`src/rtl/npcm_pkg.sv`:
```
// shared constants and types of the nearest palette colour mapper
package npcm_pkg;

  localparam int PALETTE_DEPTH = 256;
  localparam int IDX_W         = (PALETTE_DEPTH > 1) ? $clog2(PALETTE_DEPTH) : 1;
  localparam int CNT_W         = $clog2(PALETTE_DEPTH + 1);
  localparam int CH_W          = 8;
  localparam int COLOR_W       = 3 * CH_W;
  localparam int SQ_W          = 2 * CH_W;
  localparam int DIST_W        = 18;
  localparam int CFG_W         = 9;
  localparam int ENTRY_W       = 8;

  typedef enum logic {
    ACT_WRITE = 1'b0,
    ACT_MAP   = 1'b1
  } action_e;

  typedef struct packed {
    logic [CH_W-1:0] blue;
    logic [CH_W-1:0] green;
    logic [CH_W-1:0] red;
  } pixel_t;

  typedef struct packed {
    logic              start;
    logic [CNT_W-1:0]  count;
    pixel_t            pixel;
  } search_req_t;

  typedef struct packed {
    logic              busy;
    logic              done;
    logic [IDX_W-1:0]  idx;
    logic [DIST_W-1:0] distance;
    logic              empty;
  } search_res_t;

endpackage

```
`src/rtl/npcm_search.sv`:
```
// palette scan: address sequencer, squared distance pipe and best-match tracking
module npcm_search (
  input  logic                            clk_i,
  input  logic                            rst_ni,
  input  npcm_pkg::search_req_t           req_i,
  input  logic                            res_ack_i,
  output npcm_pkg::search_res_t           res_o,
  output logic                            rd_en_o,
  output logic [npcm_pkg::IDX_W-1:0]      rd_addr_o,
  input  logic [npcm_pkg::COLOR_W-1:0]    rd_data_i
);
  import npcm_pkg::*;

  typedef enum logic [1:0] {
    S_IDLE,
    S_SCAN,
    S_DONE
  } state_e;

  state_e            state_q;
  logic [CNT_W-1:0]  issue_q;
  logic              v1_q, v2_q;
  logic              first_q;
  logic              empty_q;
  logic [IDX_W-1:0]  best_idx_q;
  logic [DIST_W-1:0] best_dist_q;

  logic [CNT_W-1:0]  cnt_q;
  pixel_t            pix_q;
  logic [IDX_W-1:0]  idx1_q, idx2_q;
  logic [SQ_W-1:0]   sq_b_q, sq_g_q, sq_r_q;

  pixel_t            entry;
  logic [CH_W-1:0]   db, dg, dr;
  logic [DIST_W-1:0] sum;
  logic              take;
  logic              drained;

  function automatic logic [CH_W-1:0] abs_diff(logic [CH_W-1:0] a, logic [CH_W-1:0] b);
    return (a > b) ? (a - b) : (b - a);
  endfunction

  assign rd_en_o   = (state_q == S_SCAN) && (issue_q < cnt_q);
  assign rd_addr_o = issue_q[IDX_W-1:0];

  assign entry = pixel_t'(rd_data_i);
  assign db    = abs_diff(pix_q.blue,  entry.blue);
  assign dg    = abs_diff(pix_q.green, entry.green);
  assign dr    = abs_diff(pix_q.red,   entry.red);

  assign sum     = DIST_W'(sq_b_q) + DIST_W'(sq_g_q) + DIST_W'(sq_r_q);
  // strictly smaller only, so ties keep the lower index
  assign take    = v2_q && (first_q || (sum < best_dist_q));
  assign drained = (issue_q == cnt_q) && !v1_q && !v2_q;

  // pipeline payload
  always_ff @(posedge clk_i) begin
    if (req_i.start) begin
      cnt_q <= req_i.count;
      pix_q <= req_i.pixel;
    end
    idx1_q <= rd_addr_o;
    idx2_q <= idx1_q;
    sq_b_q <= SQ_W'(db) * SQ_W'(db);
    sq_g_q <= SQ_W'(dg) * SQ_W'(dg);
    sq_r_q <= SQ_W'(dr) * SQ_W'(dr);
  end

  always_ff @(posedge clk_i or negedge rst_ni) begin
    if (!rst_ni) begin
      state_q     <= S_IDLE;
      issue_q     <= '0;
      v1_q        <= 1'b0;
      v2_q        <= 1'b0;
      first_q     <= 1'b0;
      empty_q     <= 1'b0;
      best_idx_q  <= '0;
      best_dist_q <= '0;
    end else begin
      v1_q <= rd_en_o;
      v2_q <= v1_q;
      if (rd_en_o) begin
        issue_q <= issue_q + 1'b1;
      end
      if (take) begin
        best_idx_q  <= idx2_q;
        best_dist_q <= sum;
        first_q     <= 1'b0;
      end
      case (state_q)
        S_IDLE: begin
          if (req_i.start) begin
            issue_q     <= '0;
            first_q     <= 1'b1;
            best_idx_q  <= '0;
            best_dist_q <= '0;
            empty_q     <= (req_i.count == '0);
            state_q     <= (req_i.count == '0) ? S_DONE : S_SCAN;
          end
        end
        S_SCAN: begin
          if (drained) begin
            state_q <= S_DONE;
          end
        end
        S_DONE: begin
          if (res_ack_i) begin
            state_q <= S_IDLE;
          end
        end
        default: begin
          state_q <= S_IDLE;
        end
      endcase
    end
  end

  assign res_o.busy     = (state_q != S_IDLE);
  assign res_o.done     = (state_q == S_DONE);
  assign res_o.idx      = best_idx_q;
  assign res_o.distance = best_dist_q;
  assign res_o.empty    = empty_q;

`ifndef NO_ASSERTIONS
  a_pipe_order: assert property (@(posedge clk_i) disable iff (!rst_ni)
    v2_q |-> $past(v1_q))
    else $error("distance stage valid without a preceding read");

  a_issue_bound: assert property (@(posedge clk_i) disable iff (!rst_ni)
    (state_q == S_SCAN) |-> (issue_q <= cnt_q))
    else $error("scan address ran past the palette count");

  a_empty_zero: assert property (@(posedge clk_i) disable iff (!rst_ni)
    (res_o.done && empty_q) |-> (best_idx_q == '0 && best_dist_q == '0))
    else $error("empty palette result carries non-zero index or distance");

  a_idx_in_range: assert property (@(posedge clk_i) disable iff (!rst_ni)
    (res_o.done && !empty_q) |-> (CNT_W'(best_idx_q) < cnt_q))
    else $error("chosen index lies outside the searched entries");

  a_done_quiet: assert property (@(posedge clk_i) disable iff (!rst_ni)
    res_o.done |-> (!rd_en_o && !v1_q && !v2_q))
    else $error("result shown while the scan pipe still holds work");
`endif

endmodule

```
`config.mk`:
```
export PLATFORM = sky130hd
export DESIGN_NAME = npcm_search
export DESIGN_NICKNAME = d
export VERILOG_FILES = /design/src/rtl/npcm_pkg.sv /design/src/rtl/npcm_search.sv
export SDC_FILE = /design/constraint.sdc
export NUM_CORES = 1
export LEC_CHECK = 0
export BUFFER_PORTS_ARGS = -buffer_cell sky130_fd_sc_hd__clkbuf_2
export CAP_MARGIN = 30
export CORE_UTILIZATION = 51
export DETAILED_ROUTE_END_ITERATION = 8
export PLACE_DENSITY_LB_ADDON = 0.15
export SYNTH_ARGS = -nofsm -noshare
export SYNTH_HDL_FRONTEND = slang
export SYNTH_SLANG_ARGS = --single-unit
```
`constraint.sdc`:
```
create_clock -name clk_i -period 15.5 [get_ports clk_i]
set_input_delay 1.55 -clock clk_i [delete_from_list [all_inputs] [get_ports clk_i]]
set_output_delay 1.55 -clock clk_i [all_outputs]
set_load 0.005 [all_outputs]
```
* Word level (Yosys, flattened, before mapping)
Index checks and enable logic that the tools add are counted.
** Word-level totals
- Register bits after elaboration :: 138
- Bits of input ports :: 61
- Output and inout bits :: 38
- Logic and storage cells :: 72
** Cells by class
- $add $sub $neg :: 9
- Multiply operators :: 3
- Magnitude comparators :: 5
- Eq/ne operators :: 6
- Muxes and demuxes :: 20
- Reductions and logical operators :: 12
** Operators by type and width (count)
- two-way mux 18 bit :: 3
- multiplier 8 x 8 -> 16 bit :: 3
- two-way mux 8 bit :: 6
- subtractor 8 bit :: 6
- two-way mux 9 bit :: 3
- greater-than comparator 8 bit :: 3
- adder 17 x 16 -> 18 bit :: 1
- less-than comparator 18 bit :: 1
- adder 16 x 16 -> 17 bit :: 1
- adder 9 x 1 -> 9 bit (second input constant) :: 1
- == test 9 bit :: 1
- logical NOT 9 bit :: 1
- less-than comparator 9 bit :: 1
- two-way mux 2 bit :: 4
- inequality test 2 bit (second input constant) :: 3
- one-hot mux 2 bit (3 select lines) :: 1
- logical AND 1 bit :: 4
- two-way mux 1 bit :: 3
- AND reduction 3 bit :: 1
- == test 2 x 1 -> 1 bit (second input constant) :: 1
- == test 2 bit (second input constant) :: 1
- logical NOT 1 bit :: 2
- logical NOT 2 bit :: 1
- AND reduction 2 bit :: 1
- other kinds (2) :: 2

* Logic depth before layout (Yosys ltp)
Gate-level depths: netlist of the first run.
- Depth in word-level cells :: 8
- Mapped depth :: 28
- Mapped depth without buffers :: 27

* Worst setup path before layout of the first run
OpenSTA, ideal clock, no wires.
- Kind :: input-to-reg
- Start :: in rd_data_i[0] in the netlist's numbering
- End :: reg sq_r_q[15]
- Setup time :: 0.122 ns
- Data arrival time :: 7.537 ns
- Required time :: 15.378 ns
- Setup slack :: 7.841 ns
- Cell stages on the path :: 25
- Buffers on the path :: 1
- Cell sequence :: ha_1 -> inv_1 -> fa_1 -> a31oi_2 -> o22ai_1 -> o22a_1 -> buf_6 -> mux2i_4 -> xor2_4 -> nand2b_1 -> inv_2 -> fa_1 -> fa_1 -> inv_1 -> fa_1 -> fa_1 -> inv_1 -> ha_1 -> or2_2 -> a21oi_1 -> a21oi_1 -> and4_1 -> a2111oi_0 -> a21oi_1 -> xor2_1
** On the way
- Word-level cells in the longest chain between the ends :: 3
- Elaborated cells between the ends (all ways) :: 5
- Those cells by class :: add/sub: 2; mul: 1; order compare: 1; mux: 1
** Ends and longest elaborated chain
- from (decl) :: line npcm_search.sv:10 : input logic [npcm_pkg::COLOR_W-1:0] rd_data_i
- subtractor 8 bit or greater-than comparator 8 bit (tied branches) :: line npcm_search.sv:40 : return (a > b) ? (a - b) : (b - a);
- two-way mux 8 bit (*) :: line npcm_search.sv:40
- multiplier 8 x 8 -> 16 bit (*) :: line npcm_search.sv:66 : sq_r_q <= SQ_W'(dr) * SQ_W'(dr);
- to (signal assigned) :: line npcm_search.sv:66
- to (decl) :: line npcm_search.sv:31 : logic [SQ_W-1:0] sq_b_q, sq_g_q, sq_r_q;
Mark *: on every way between the ends. The rest lies on a longest branch, timed or not.
A chain may end at the register's enable or synchronous reset.

* Worst setup path after layout of the first run
Ends and elaborated chain as after synthesis.

==> impl_metrics.env, run 1 <==
export IMPL_met1_usage_pct=27.5
export IMPL_worst_slew_pin_transition_ns=0.928
export IMPL_cts_sinks=135
export IMPL_n_antenna_cell=0
export IMPL_io_buffers=98
export IMPL_syn_to_final_growth_pct=10.7
export IMPL_remaining_drc_errors=0
export IMPL_ctsHoldBuffers=0
export IMPL_nets=1706
export IMPL_outcome="finished, final reports clean"
export IMPL_clockBufferDepth=2
export IMPL_ys_dominant_reg_cell="dfxtp_1"
export IMPL_die_w_um=158
export IMPL_r2r_start="pix_q[0]"
export IMPL_die_h_um=158
export IMPL_cp_start_kind="primary input"
export IMPL_place_ws_ns=7.00
export IMPL_grt_pass1_vias=8694
export IMPL_finalCritPeriodShare_pct=51.9
export IMPL_rsz0062_at_grt="no"
export IMPL_dp_hpwl_um=18700
export IMPL_nFillCells=2121
export IMPL_overflow=0
export IMPL_ys_seq_elements=135
export IMPL_grtUsageMet3_pct=2.76
export IMPL_fin_crit_ns=8.05
export IMPL_die_area_sq_mm=0.0250
export IMPL_antenna_found_initial=0
export IMPL_use_met2_pct=34.0
export IMPL_cts_max_level=4
export IMPL_clk_latency_ns=0.43
export IMPL_hold_viol=0
export IMPL_cts_tree="built"
export IMPL_netlist_area_sq_mm=0.0124
export IMPL_synth_seq_area_share_pct=26.0
export IMPL_gp_congestion=0.833
export IMPL_cts_setup_buffers=0
export IMPL_cts_buffers=17
export IMPL_required_ns=15.80
export IMPL_cp_cell_sequence="clkbuf_2 > ha_1 > inv_1 > fa_1 > a31oi_2 > o22ai_1 > o22a_1 > mux2i_1 > xor2_1 > nor2_1 > fa_1 > fa_1 > inv_1 > fa_1 > fa_1 > inv_1 > ha_1 > or2_2 > a21oi_1 > a21oi_1 > and4_1 > a2111oi_0 > a21oi_1 > xor2_1"
export IMPL_setup_slack_ns=7.45
export IMPL_start_util_pct=52.5
export IMPL_clock_skew_ns=0.0166
export IMPL_grt_busiest_layer="met2"
export IMPL_synth_edf_count=33
export IMPL_crit_buf_inv=4
export IMPL_endpoint_kind="flip-flop"
export IMPL_syn_area_per_cell_sq_um=9.64
export IMPL_ys_types=62
export IMPL_drt_total_wl_um=23100
export IMPL_dr_pass1_iters=5
export IMPL_crit_path_start="rd_data_i[0]"
export IMPL_drive_gt1_share_pct=12.4
export IMPL_grt_max_degree=36
export IMPL_yosys_warnings=0
export IMPL_worstSetupPathType="in -> reg"
export IMPL_root_buffer="clkbuf_16"
export IMPL_row_count=56
export IMPL_wl_per_cell_um=13.6
export IMPL_clk_pin_slew_ns=0.06
export IMPL_cts_resized=0
export IMPL_vias=8694
export IMPL_crit_path_max_incr_delay_ns=0.66
export IMPL_viasPerCell=5.10
export IMPL_maxCapViolCount=0
export IMPL_finalSetupTns_ns=0
export IMPL_async_flop_share_pct=30.4
export IMPL_crit_arrival_ns=8.35
export IMPL_cp_top_family="adder cells"
export IMPL_synth_cells=1290
export IMPL_drtIter0Drc=398
export IMPL_cp_max_fo=11
export IMPL_ant_nets=0
export IMPL_crit_top_cell="fa_1"
export IMPL_maxSlewViolCount=0
export IMPL_track_usage_pct=20.3
export IMPL_core_area_sq_mm=0.0237
export IMPL_fmax_mhz=124
export IMPL_setup_violations=0
export IMPL_crit_slowest_cell="xor2_1"
export IMPL_hp_class="reg -> reg"
export IMPL_io_pins=99
export IMPL_min_from="idx1_q[1]"
export IMPL_grt_pass1_wl_um=40300
export IMPL_slew_limit_headroom_pct=36.4
==> cell families (layout without fill, tap and decap cells) <==
kind of cell,Yosys count,after routing,share of synthesized area (%)
buffers and inverters,262,356,8.59
other,2,3,0.0604
xor gates and xnor gates,90,90,6.88
muxes,45,45,3.98
AOI/OAI and AO/OA,213,213,10.9
DFF,135,135,26.0
and+or+nand+nor,270,270,10.2
adders and majority gates,273,273,33.3
==> cell usage in the layout (no fill, tap or decap), drive strengths merged, types with 41 or more instances in the layout <==
| cell | Yosys | layout |
|---|---|---|
| a21oi | 75 | 75 |
| clkbuf | 15 | 115 |
| dfrtp | 41 | 41 |
| dfxtp | 61 | 61 |
| fa | 97 | 97 |
| ha | 176 | 176 |
| inv | 222 | 231 |
| mux2i | 42 | 42 |
| nor2 | 130 | 130 |
| xnor2 | 62 | 62 |
==> cell usage after synthesis, types with 3 or more instances <==
library cell	count	share of area, %
a2111oi_0	3	0.21
a211oi_1	10	0.60
a21o_1	38	2.3
a21oi_1	75	3.0
a31oi_1	7	0.35
and2_1	5	0.25
and3_1	7	0.35
and4_1	3	0.21
buf_2	10	0.40
buf_4	11	0.66
buf_6	4	0.36
clkbuf_1	14	0.42
dfrtp_1	41	8.2
dfxtp_1	61	9.8
edfxtp_1	33	8.0
fa_1	97	16
ha_1	176	18
inv_1	218	6.6
inv_2	4	0.12
mux2_2	3	0.27
mux2i_1	38	3.1
mux2i_4	3	0.54
nand2_1	31	0.94
nand2b_1	23	1.2
nand3_1	13	0.52
nand4_1	8	0.40
nor2_1	127	3.8
nor2b_1	9	0.45
nor3_1	14	0.56
nor4_1	4	0.20
o2111ai_1	4	0.28
o21a_1	5	0.30
o21ai_0	35	1.4
o21bai_1	6	0.36
o22ai_1	3	0.15
o31ai_1	8	0.48
or2_1	5	0.25
or2_2	11	0.55
or3_1	6	0.30
xnor2_1	59	4.2
xnor2_2	3	0.39
xor2_1	25	1.8
==> flip-flops by register name, indices dropped and copies added, names as in the netlist <==
signal	count
pix_q	24
empty_q	1
sq_r_q	15
v2_q	1
best_dist_q	18
v1_q	1
sq_b_q	15
idx2_q	8
first_q	1
best_idx_q	8
issue_q	9
cnt_q	9
sq_g_q	15
state_q	2
idx1_q	8
==> metrics by stage <==
stage          util, %  instances  instance area (sq um)  hold WS (ns)
5_1_grt           58.2       1704                  13800         0.345
3_3_place_gp      55.4       1670                  13100         0.310
2_1_floorplan        -       1291                  12400         0.310
4_1_cts           58.2       1704                  13800         0.329
6_report          58.2       1704                  13800         0.328
3_5_place_dp      55.6       1672                  13200         0.312
==> final cells by class <==
cell class,instances,area (sq um),area share (%)
clock buffer,17,425,3.09
clock inverter,15,176,1.28
inverter,222,833,6.05
multi-input combinational,894,8150,59.2
sequential,135,3240,23.5
tap,319,399,2.90
timing repair buffer,102,553,4.02
==> path summary, 6_finish.rpt <==
check	endpoint	slack, ns	depth (start not counted)
worst max-delay path	sq_r_q[15]	7.45	24
worst min-delay path	idx2_q[1]	0.33	0
worst max register to register	sq_r_q[15]	8.21	24
worst min register to register	idx2_q[1]	0.33	0
max in group asynchronous	best_dist_q[15]	13.85	2
min in group asynchronous	best_idx_q[4]	1.11	1
==> per-layer routing <==
metal	part of all wire [%]	routed length [um]
met1	49	11300
met2	47	10800
met5	0	0
met3	2.9	667
met4	1.2	277
Power of run 1 is not shown: default switching activity piles up to over one toggle a cycle in this logic, so the estimate is an artifact.
==> run 2, diff against run 1 <==
==> constraint.sdc (replaced) <==
create_clock -name clk_i -period 7.4 [get_ports clk_i]
set_input_delay 0.74 -clock clk_i [delete_from_list [all_inputs] [get_ports clk_i]]
set_output_delay 0.74 -clock clk_i [all_outputs]
set_load 0.005 [all_outputs]
==> run 2 against run 1 <==
Via count up 0.85%. First-iteration DRC count up 8.0%. Hold slack worse by 0.084 ns. Clock skew down 0.0059 ns. Global-route usage down 0.28 points. Sequential cell count unchanged. Critical path depth up 1. Cell count up 1.5%. Die area unchanged. Clock-buffer cell count up 1. Wire length down 0.76%.
==> impl_metrics.env, run 2 (synthesized netlist as in run 1, its figures left out) <==
export IMPL_start_util_pct=52.5
export IMPL_crit_path_start="pix_q[0]"
export IMPL_cts_sinks=135
export IMPL_layout_commonest_cell="inv_1"
export IMPL_clk_pin_slew_ns=0.07
export IMPL_hp_class="in -> async"
export IMPL_remaining_drc_errors=0
export IMPL_crit_slowest_cell="fa_1"
export IMPL_worstSetupPathType="reg -> reg"
export IMPL_clk_latency_ns=0.43
export IMPL_grt_max_degree=37
export IMPL_gp_congestion=0.870
export IMPL_drt_total_wl_um=22900
export IMPL_finalCritPeriodShare_pct=91.9
export IMPL_r2r_slack_ns=0.60
export IMPL_rsz0062_at_grt="no"
export IMPL_grt_pass1_wl_um=39700
export IMPL_crit_path_end="sq_r_q[15]"
export IMPL_maxSlewViolCount=0
export IMPL_cts_resized=0
export IMPL_syn_to_final_growth_pct=12.4
export IMPL_ant_nets=0
export IMPL_row_count=56
export IMPL_nFillCells=2098
export IMPL_top_register="pix_q"
export IMPL_fmax_mhz=147
export IMPL_cp_start_kind="flip-flop"
export IMPL_wl_per_cell_um=13.3
export IMPL_io_pins=99
export IMPL_crit_path_max_incr_delay_ns=0.55
export IMPL_outcome="finished, final reports clean"
export IMPL_finalSetupTns_ns=0
export IMPL_core_area_sq_mm=0.0237
export IMPL_hold_viol=0
export IMPL_io_buffers=98
export IMPL_clockBufferDepth=2
export IMPL_crit_top_cell="fa_1"
export IMPL_grt_pass1_vias=8696
export IMPL_die_h_um=158
export IMPL_slew_limit_headroom_pct=59.5
export IMPL_ctsHoldBuffers=0
export IMPL_r2r_cells=25
export IMPL_maxCapViolCount=0
export IMPL_clock_skew_ns=0.0107
export IMPL_cp_max_fo=7
export IMPL_cts_setup_buffers=0
export IMPL_overflow=0
export IMPL_cts_buffers=17
export IMPL_n_antenna_cell=0
export IMPL_fin_crit_ns=6.80
export IMPL_drive_gt1_share_pct=14.0
export IMPL_root_buffer="clkbuf_16"
export IMPL_cts_tree="built"
export IMPL_r2r_end="sq_r_q[15]"
export IMPL_nets=1732
export IMPL_setup_violations=0
export IMPL_cts_max_level=4
export IMPL_crit_arrival_ns=7.11
export IMPL_largest_reg_flops=24
export IMPL_top_regs="pix_q (24), best_dist_q (18)"
export IMPL_drtIter0Drc=430
export IMPL_r2r_start="pix_q[0]"
export IMPL_cp_top_family="adder cells"
export IMPL_endpoint_kind="flip-flop"
export IMPL_required_ns=7.71
export IMPL_crit_cells=25
export IMPL_dp_hpwl_um=18700
export IMPL_track_usage_pct=20.1
export IMPL_antenna_found_initial=0
export IMPL_dr_pass1_iters=4
export IMPL_die_area_sq_mm=0.0250
export IMPL_worst_slew_pin_transition_ns=0.603
export IMPL_vias=8768
export IMPL_final_cell_mix="inv_1 (218), ha_1 (176), nor2_1 (127)"
export IMPL_die_w_um=158
export IMPL_viasPerCell=5.07
export IMPL_crit_buf_inv=5
run 2: cell count changes in the layout (fill, tap and decap cells not counted):
cell,before,now
buf_16,1,0
inv_8,4,7
inv_4,0,1
clkinvlp_4,1,0
clkbuf_16,17,18
clkinv_8,2,1
clkinv_4,2,1
buf_12,1,2
inv_6,5,3
buf_4,2,28
run 2: cell type report:
class / instances / area [sq um] / area share, %
well taps: 319 / 399 / 2.86
multi-input cells: 894 / 8150 / 58.3
clock buffers: 18 / 450 / 3.22
clock inverters: 14 / 166 / 1.19
inverters: 222 / 833 / 5.96
flip-flops and latches: 135 / 3240 / 23.2
repair buffers: 128 / 741 / 5.30
run 2: metal layers:
metal  global-route usage, %  share of wire (%)  vias to the layer above
met2                    34.4                 48                      127
met3                    3.20                3.0                       18
met4                    4.49               0.92                        0
met5                       0                  0                        -
met1                    26.4                 48                     4169
li1                        -                  -                     4454
run 2: through the flow:
step | util [%] | instances | setup slack, ns | hold WS [ns] | area [sq um]
2_1_floorplan | - | 1291 | 0.551 | 0.310 | 12400
3_3_place_gp | 56.2 | 1696 | 0.395 | 0.310 | 13300
3_5_place_dp | 56.4 | 1698 | 0.247 | 0.312 | 13400
4_1_cts | 59.0 | 1730 | 0.579 | 0.245 | 14000
5_1_grt | 59.0 | 1730 | 0.203 | 0.259 | 14000
6_report | 59.0 | 1730 | 0.601 | 0.244 | 14000
run 2: worst min path at each step:
stage	to	cells past startpoint
after global placement	idx2_q[2]	0
after CTS	best_idx_q[4]	1
after detailed placement	idx2_q[3]	0
after floorplan	idx2_q[0]	0
final	best_idx_q[4]	1
after global routing	best_idx_q[4]	1
Power of run 2 is left out for the same reason.
==> run 3, diff against run 2 <==
--- a/config.mk
+++ b/config.mk
@@ -10,6 +10,7 @@
 export CORE_UTILIZATION = 51
 export DETAILED_ROUTE_END_ITERATION = 8
 export PLACE_DENSITY_LB_ADDON = 0.15
+export RECOVER_POWER = 50
 export SYNTH_ARGS = -nofsm -noshare
 export SYNTH_HDL_FRONTEND = slang
 export SYNTH_SLANG_ARGS = --single-unit
==> run 3 against run 2 <==
Core utilization is 0.15 points lower. Critical path depth stayed put. Largest cell class unchanged. Sequential cell count stayed put. Non-clock buffer count stayed put. Cell count stayed put. Critical path type unchanged. Maximum frequency hardly changed. Global-route usage stayed put. Worst setup slack hardly changed. Register-to-register slack hardly changed. Highest routed layer unchanged. First-iteration DRC count is 1.4% lower.
==> impl_metrics.env, run 3 (synthesized netlist as in run 1, its figures left out) <==
export IMPL_outcome="finished, final reports clean"
export IMPL_core_area_sq_mm=0.0237
export IMPL_cts_sinks=135
export IMPL_top_register="pix_q"
export IMPL_row_count=56
export IMPL_die_area_sq_mm=0.0250
export IMPL_clk_pin_slew_ns=0.07
export IMPL_start_util_pct=52.5
export IMPL_required_ns=7.71
export IMPL_gp_congestion=0.870
export IMPL_remaining_drc_errors=0
export IMPL_hold_viol=0
export IMPL_rsz0062_at_grt="no"
export IMPL_drive_gt1_share_pct=13.2
export IMPL_dp_hpwl_um=18700
export IMPL_io_buffers=98
export IMPL_maxCapViolCount=0
export IMPL_antenna_found_initial=0
export IMPL_cts_resized=0
export IMPL_cts_setup_buffers=0
export IMPL_final_cell_mix="inv_1 (218), ha_1 (176), nor2_1 (127)"
export IMPL_endpoint_kind="flip-flop"
export IMPL_grt_pass1_vias=8696
export IMPL_n_antenna_cell=0
export IMPL_die_w_um=158
export IMPL_drt_total_wl_um=22900
export IMPL_clk_latency_ns=0.43
export IMPL_crit_arrival_ns=7.11
export IMPL_cts_max_level=4
export IMPL_cts_buffers=17
export IMPL_crit_slowest_cell="fa_1"
export IMPL_crit_path_max_incr_delay_ns=0.55
export IMPL_cts_tree="built"
export IMPL_maxSlewViolCount=0
export IMPL_clock_skew_ns=0.0107
export IMPL_place_ws_ns=0.247
export IMPL_root_buffer="clkbuf_16"
export IMPL_track_usage_pct=20.1
export IMPL_finalCritPeriodShare_pct=91.9
export IMPL_wl_per_cell_um=13.3
export IMPL_vias=8763
export IMPL_cp_start_kind="flip-flop"
export IMPL_setup_violations=0
export IMPL_io_pins=99
export IMPL_crit_buf_inv=5
export IMPL_fmax_mhz=147
export IMPL_die_h_um=158
export IMPL_overflow=0
export IMPL_clockBufferDepth=2
export IMPL_ctsHoldBuffers=0
export IMPL_nets=1732
export IMPL_r2r_slack_ns=0.60
export IMPL_cp_top_family="adder cells"
export IMPL_grt_max_degree=37
export IMPL_crit_top_cell="fa_1"
export IMPL_slew_limit_headroom_pct=1.43
export IMPL_hp_class="reg -> reg"
export IMPL_syn_to_final_growth_pct=12.1
export IMPL_cp_max_fo=7
export IMPL_largest_reg_flops=24
export IMPL_finalSetupTns_ns=0
export IMPL_dr_pass1_iters=4
export IMPL_setup_slack_ns=0.602
export IMPL_fin_crit_ns=6.80
export IMPL_ant_nets=0
export IMPL_drtIter0Drc=424
export IMPL_top_regs="pix_q (24), best_dist_q (18)"
export IMPL_worst_slew_pin_transition_ns=1.48
export IMPL_viasPerCell=5.07
export IMPL_layout_commonest_cell="inv_1"
export IMPL_grt_pass1_wl_um=39700
export IMPL_worstSetupPathType="reg -> reg"
## run 3: worst register-to-register path: stages, from the launching register on
cell and delay (ns):
edfxtp_1 0.40, inv_1 0.07, ha_1 0.14, inv_1 0.07, fa_1 0.44, a31oi_2 0.26
o22ai_1 0.12, o22a_1 0.39, mux2i_1 0.20, xnor2_1 0.41, nor2_1 0.16, fa_1 0.52
fa_1 0.54, inv_1 0.05, fa_1 0.50, fa_1 0.55, inv_1 0.04, ha_1 0.32
or2_2 0.30, a21oi_1 0.15, a21oi_1 0.07, and4_1 0.20, a2111oi_0 0.37, buf_4 0.18
a21oi_1 0.07, xor2_1 0.15
## run 3: layout make-up
type	instances	area [sq um]
Sequential cell	135	3240
Clock buffer	18	450
Tap cell	319	399
Inverter	222	833
Fill cell	2111	9740
Clock inverter	14	166
Multi-Input combinational cell	894	8150
Timing Repair Buffer	128	706
## run 3: path summary, 6_finish.rpt
| kind | start | endpoint | depth (start not counted) |
|---|---|---|---|
| worst max-delay path | pix_q[0] | sq_r_q[15] | 25 |
| worst min-delay path | idx1_q[1] | idx2_q[1] | 0 |
| worst max register to register | pix_q[0] | sq_r_q[15] | 25 |
| worst min register to register | idx1_q[1] | idx2_q[1] | 0 |
| max in group asynchronous | rst_ni | issue_q[0] | 2 |
| min in group asynchronous | rst_ni | best_idx_q[4] | 1 |
## run 3: layer usage
layer  up-vias  global-route usage (%)  wire, um
met5         -                       0         0
li1       4454                       -         -
met3        18                    3.20       683
met2       124                    34.4     11000
met4         0                    4.49       210
met1      4167                    26.4     11000
## run 3: through the flow
stage | hold WS (ns) | instance area (sq um) | util, % | instances
6_report | 0.327 | 13900 | 58.9 | 1730
5_1_grt | 0.331 | 13900 | 58.9 | 1730
4_1_cts | 0.245 | 14000 | 59.0 | 1730
3_5_place_dp | 0.312 | 13400 | 56.4 | 1698
3_3_place_gp | 0.310 | 13300 | 56.2 | 1696
2_1_floorplan | 0.310 | 12400 | - | 1291
Power of run 3 is left out for the same reason.
